[config.mk]
export PLATFORM = sky130hd
export DESIGN_NAME = sfvms_ctrl
export DESIGN_NICKNAME = d
export VERILOG_FILES = /design/src/design/sfvms_pkg.sv /design/src/design/sfvms_ctrl.sv
export SDC_FILE = /design/constraint.sdc
export NUM_CORES = 1
export LEC_CHECK = 0
export BUFFER_PORTS_ARGS = -buffer_cell sky130_fd_sc_hd__clkbuf_2
export CAP_MARGIN = 20
export CORE_AREA = 4 4 41 43
export CTS_BUF_LIST = sky130_fd_sc_hd__clkbuf_2
export CTS_CLUSTER_DIAMETER = 120
export CTS_CLUSTER_SIZE = 24
export DETAILED_ROUTE_END_ITERATION = 10
export DIE_AREA = 0 0 45 47
export SYNTH_ARGS = -nofsm -noshare
export SYNTH_HDL_FRONTEND = slang
export SYNTH_SLANG_ARGS = --single-unit
export TNS_END_PERCENT = 50
[constraint.sdc]
create_clock -name clk -period 2.5 [get_ports clk]
set_clock_uncertainty 0.1 [all_clocks]
set_input_delay 0.125 -clock clk [delete_from_list [all_inputs] [get_ports clk]]
set_output_delay 0.125 -clock clk [all_outputs]
set_load 0.005 [all_outputs]
[src/design/sfvms_pkg.sv]
`timescale 1ns / 1ps
// Package: sizes, frame codes and the control/status types of the frame server.
package sfvms_pkg;

    localparam int MEM_ADDR_BITS  = 12;
    localparam int MAX_READ_WORDS = 28;
    localparam int CHANNELS       = 2;
    localparam int CH_SLOTS       = 2;
    localparam int MEM_WORDS      = 1 << MEM_ADDR_BITS;
    localparam int CNT_W          = $clog2(MAX_READ_WORDS + 1);

    localparam logic [7:0] HDR_HI       = 8'h5A;
    localparam logic [7:0] HDR_LO       = 8'hA5;
    localparam logic [7:0] CMD_WRITE    = 8'h82;
    localparam logic [7:0] CMD_READ     = 8'h83;
    localparam logic [7:0] ACK_HI       = 8'h4F;
    localparam logic [7:0] ACK_LO       = 8'h4B;
    localparam logic [7:0] WR_REPLY_LEN = 8'h03;

    typedef struct packed {
        logic in_ready;
        logic clear;
        logic parse;
        logic load_hdr;
        logic rd_issue;
        logic load_hi;
        logic load_lo;
    } sfvms_cmd_t;

    typedef struct packed {
        logic in_valid;
        logic clr_done;
        logic fin_write;
        logic fin_read;
        logic hdr_last;
        logic no_words;
        logic word_last;
        logic out_free;
    } sfvms_sts_t;

endpackage

[src/design/sfvms_ctrl.sv]
`timescale 1ns / 1ps
// Controller: sequences memory clear, byte parsing and reply streaming.
module sfvms_ctrl (
    input  logic                   clk,
    input  logic                   rst_n,
    input  sfvms_pkg::sfvms_sts_t  sts,
    output sfvms_pkg::sfvms_cmd_t  cmd
);
    import sfvms_pkg::*;

    typedef enum logic [2:0] {
        ST_CLEAR,
        ST_IDLE,
        ST_PARSE,
        ST_HDR,
        ST_RD_ISSUE,
        ST_HI,
        ST_LO
    } state_t;

    state_t state_reg;
    state_t state_next;

    always_comb
    begin
        state_next = state_reg;
        cmd        = '0;
        unique case (state_reg)
            ST_CLEAR:
            begin
                cmd.clear = 1'b1;
                if (sts.clr_done)
                begin
                    state_next = ST_IDLE;
                end
            end
            ST_IDLE:
            begin
                cmd.in_ready = 1'b1;
                if (sts.in_valid)
                begin
                    state_next = ST_PARSE;
                end
            end
            ST_PARSE:
            begin
                cmd.parse = 1'b1;
                if (sts.fin_write || sts.fin_read)
                begin
                    state_next = ST_HDR;
                end
                else
                begin
                    state_next = ST_IDLE;
                end
            end
            ST_HDR:
            begin
                if (sts.out_free)
                begin
                    cmd.load_hdr = 1'b1;
                    if (sts.hdr_last)
                    begin
                        state_next = sts.no_words ? ST_IDLE : ST_RD_ISSUE;
                    end
                end
            end
            ST_RD_ISSUE:
            begin
                cmd.rd_issue = 1'b1;
                state_next   = ST_HI;
            end
            ST_HI:
            begin
                if (sts.out_free)
                begin
                    cmd.load_hi = 1'b1;
                    state_next  = ST_LO;
                end
            end
            ST_LO:
            begin
                if (sts.out_free)
                begin
                    cmd.load_lo = 1'b1;
                    state_next  = sts.word_last ? ST_IDLE : ST_RD_ISSUE;
                end
            end
            default:
            begin
                state_next = ST_CLEAR;
            end
        endcase
    end

    always_ff @(posedge clk or negedge rst_n)
    begin
        if (!rst_n)
        begin
            state_reg <= ST_CLEAR;
        end
        else
        begin
            state_reg <= state_next;
        end
    end

endmodule

==> Word-level counts from Yosys, hierarchy flattened <==
Index checks and enable logic that the tools add are counted.
{ "classes": {"n_reduce_logical": 3, "n_eq_ne": 12, "mux": 18} }
{ "op_table": {"columns": ["operator", "n"], "rows": [
  ["3-bit two-way mux", 8],
  ["3-bit one-hot mux with 7 select lines", 1],
  ["2-bit != test, second input constant", 6],
  ["3-bit equality test, second input constant", 3],
  ["1-bit two-way mux", 8],
  ["3-bit by 2-bit equality test with 1-bit output, second input constant", 2],
  ["6-bit AND reduction", 1],
  ["3-bit by 1-bit equality test with 1-bit output, second input constant", 1],
  ["3-bit logical NOT", 1],
  ["2-bit two-way mux", 1],
  ["1-bit logical OR", 1]
]} }
{ "totals": {"out_inout_bits": 7, "word_cells": 34, "register_bits": 3} }

==> Longest topological paths before layout <==
{ "depth": {"word_depth": 4, "mapped_depth": 5, "ltp_nobuf": 3} }

==> Least setup slack after synthesis <==
OpenSTA, ideal clock, no wires.
{ "synth_timing": {"kind": "reg-to-reg", "from": "register state_reg[0]", "to": "register state_reg[1]", "stages_incl_launch_ff": 5, "n_path_buf": 1, "path_slack_ps": 1144, "period_less_slack_ps": 1356, "setup_ps": 126, "arrival_ps": 1130, "cell_sequence": "dfrtp_1 > buf_4 > mux2_4 > o22a_2 > o32a_1"} }
{ "synth_between": {"elab_chain_len": 3, "word_cells_on_any_way": 15} }
{ "synth_rtl": {"columns": ["item", "line", "rtl"], "rows": [
  ["from (decl)", "sfvms_ctrl.sv:21", "state_t state_reg;"],
  ["from (signal assigned)", "sfvms_ctrl.sv:104", "state_reg <= state_next;"],
  ["3-bit by 1-bit equality test with 1-bit output, or another cell as far along", "sfvms_ctrl.sv:28", "unique case (state_reg)"],
  ["2-bit != test (no line)", null, null],
  ["6-bit AND reduction (no line)", null, null]
]} }
Parallel ways exist; a longest one is shown, timed or not.
A chain may end at the register's enable or synchronous reset.

==> Final worst setup path <==
Same ends and word-level chain as after synthesis.

==> results.md <==
* Max Clk Rate at 0.6300 GHz
* Critical path peak fanout at 18
* Unique cell type count in the Yosys netlist at 30
* GRT Resource Usage Total at 8.320%
* Max incr delay on CP at 0.65 ns
* First-pass iteration count of the detailed router at 3
* RSZ-0062 raised after global routing: no
* Max-slew violation count at 0
* Largest family of logic cells by synthesized area: simple AND/OR/NAND/NOR gates
* Hold Violations, Final at 0
* Top_reg_cell synth: dfrtp_1
* Comb pwr share at 52.7%
* Initial Util at 27.31%
* Largest net degree at the start of global routing at 19
* Die span in x at 45 µm
* Post-Synth Adder-Cell Area at 0%
* Row count at 13
* ANT nets after route at 0
* Commonest non-fill, non-tap cell in the layout: clkbuf_2
* Hold Crit Class: in2async
* Post-synthesis mux area share at 4.225%
* CTS Buf Count at 3
* Number of flops mapped to enable cells by yosys at 0
* CTS max path bufs at 2
* Netlist Area Pre-Place at 355.3 µm²
* Flop pwr share at 32.9%
* Slew @ Worst Pin at 0.5041 ns
* Register area share after synthesis at 21.13%
* Min Hold Slack at 0.1416 ns
* P&R area growth vs syn at 28.17%
* Diode count at 0
* Final Wtd Congestion at 0.6601
* Simple-gate area share of the yosys netlist at 40.14%
* Tmin final at 1.587 ns
* Drt initial violations at 2
* Int Pwr at 0.0002636 W
* Drt wl/cell at 10.54 µm
* DRC viols at 0
* Register bit total from synthesis at 3
* CTS tree: done
* Rel. slew slack at 66.39%
* FF-to-FF path depth at 3
* Vias per cell at 4.947
* Most frequent cells in the layout: 20 x clkbuf_2, 4 x nand2_1, 4 x nor2_1, 3 x nor3_1, 3 x dfrtp_1
* Net Sw Power at 0.0002066 W
* Maximum vdd drop at 528.4 µV
* # clock sinks at 3
* Max-cap violations at 0
* Layout Nets at 72
* Share of cells above drive strength 1 at 44.26%
* WS Path Type: reg2reg
* Number of synthesis warnings at 0
* Core Region at 1301 µm²
* Initial antenna violation count at 0
* Dpl hpwl at 608.4 µm
* Clk pin slew, worst setup/hold paths at 0.04 ns
* Post-CTS resize count at 0
* Skew-Pair Late Insertion Delay at 0.21 ns
* Vias in the first global route at 310
* Setup TNS Final at 0 ns
* Status: finished, final reports clean
* Post-synthesis xor/xnor area fraction at 2.465%
* Vias at 376
* Post-Synthesis Cells at 44
* Total gr overflow at 0
* Slowest CP cell: dfrtp_1
* Worst setup SP type: flip-flop
* Io pins at 17
* Synth Area in Compound Gates at 21.83%
* Net Sw Frac at 43.94%
* PwrDens at 1032 nW/µm²
* Number of buffers added on ports at 16
* First-pass GRT wire length at 1.200 mm
* CTS Root Cell: clkbuf_2
* Critical Path, Cell by Cell: mux2_4 > o22a_2 > o32a_1
* H-tree lvl count at 1
* FFs w/ async S/R, synth at 100.0%
* Syn Nets at 54
* Die area at 2115 µm²
* Max reg flops at 3
* Total wire length at 801 µm
* Clock power share at 14.4%
* Tcrit/Tclk final at 63.49%
* Chip height at 47 µm
* Setup Viol. Count Final at 0
* Syn Area/Cell at 8.076 µm²
* LEAKAGE at 0.2119 nW
* Crit. End Element: flip-flop
* Worst EP arrival at 1.57 ns
* WP data required at 2.48 ns
==> layout make-up <==
cell class              count  area [µm²]
well taps                  15       18.77
fillers                   146       845.8
flip-flops and latches      3       75.07
inverters                   2       7.507
repair buffers             17       90.09
multi-input cells          35       244.0
clock buffers               4       20.02
==> synth_stat cells (all sizes together), types with 2 or more instances <==
library cell  count  area, µm²
nor2              4      15.01
nor3              3      15.01
o21ai             2      10.01
nand2b            2      15.02
o31ai             2      15.01
nand2             4      15.01
dfrtp             3      75.07
inv               2      7.510
buf               4      28.78
==> power by group through the flow <==
stage	Combinational [W]	Clock, W	Sequential [W]
2_1_floorplan	0.000273	0	0.0000900
3_3_place_gp	0.000250	0	0.000155
3_5_place_dp	0.000250	0	0.000155
4_1_cts	0.000253	0.0000735	0.000154
5_1_grt	0.000277	0.0000759	0.000166
6_report	0.000248	0.0000675	0.000155
==> metal layers <==
layer	vias up	GRT usage, %	part of all wire, %
met5	-	0	0
met4	0	8.772	1.7
met3	2	2.299	4.4
met2	8	12.43	49
met1	168	9.174	45
li1	198	-	-
==> logic make-up after synthesis <==
family          Yosys count
simple gates             23
compound gates           10
buf+inv                   6
flops                     3
xor+xnor                  1
mux                       1
==> stage by stage <==
stage | setup WS [ns] | instance area (µm²) | std cells | utilization (%) | total power [W]
2_1_floorplan | 1.144 | 355.3 | 44 | - | 0.0003634
3_3_place_gp | 0.9340 | 425.4 | 71 | 32.69 | 0.0004042
3_5_place_dp | 0.9199 | 425.4 | 71 | 32.69 | 0.0004051
4_1_cts | 0.9077 | 455.4 | 76 | 35.00 | 0.0004805
5_1_grt | 0.8341 | 455.4 | 76 | 35.00 | 0.0005191
6_report | 0.9128 | 455.4 | 76 | 35.00 | 0.0004702
==> critical path, delay by kind of cell (launching register included) <==
family / cells / cell delay, ns
flops: 1 / 0.65
mux: 1 / 0.34
compound gates: 2 / 0.37
==> what timing repair did <==
item,in CTS,in global routing
hold endpoints to repair,3,0
setup buffers,0,0
hold buffers,1,0
==> path summary, 6_finish.rpt <==
check / startpoint / to / slack, ns
worst max-delay path: state_reg[0] / state_reg[1] / 0.91
worst min-delay path: rst_n / state_reg[0] / 0.14
worst max register to register: state_reg[0] / state_reg[1] / 0.91
worst min register to register: state_reg[1] / state_reg[1] / 0.68
max in group asynchronous: rst_n / state_reg[1] / 2.05
min in group clk: sts[3] / state_reg[0] / 0.18
(Power assumes the default switching activity.)
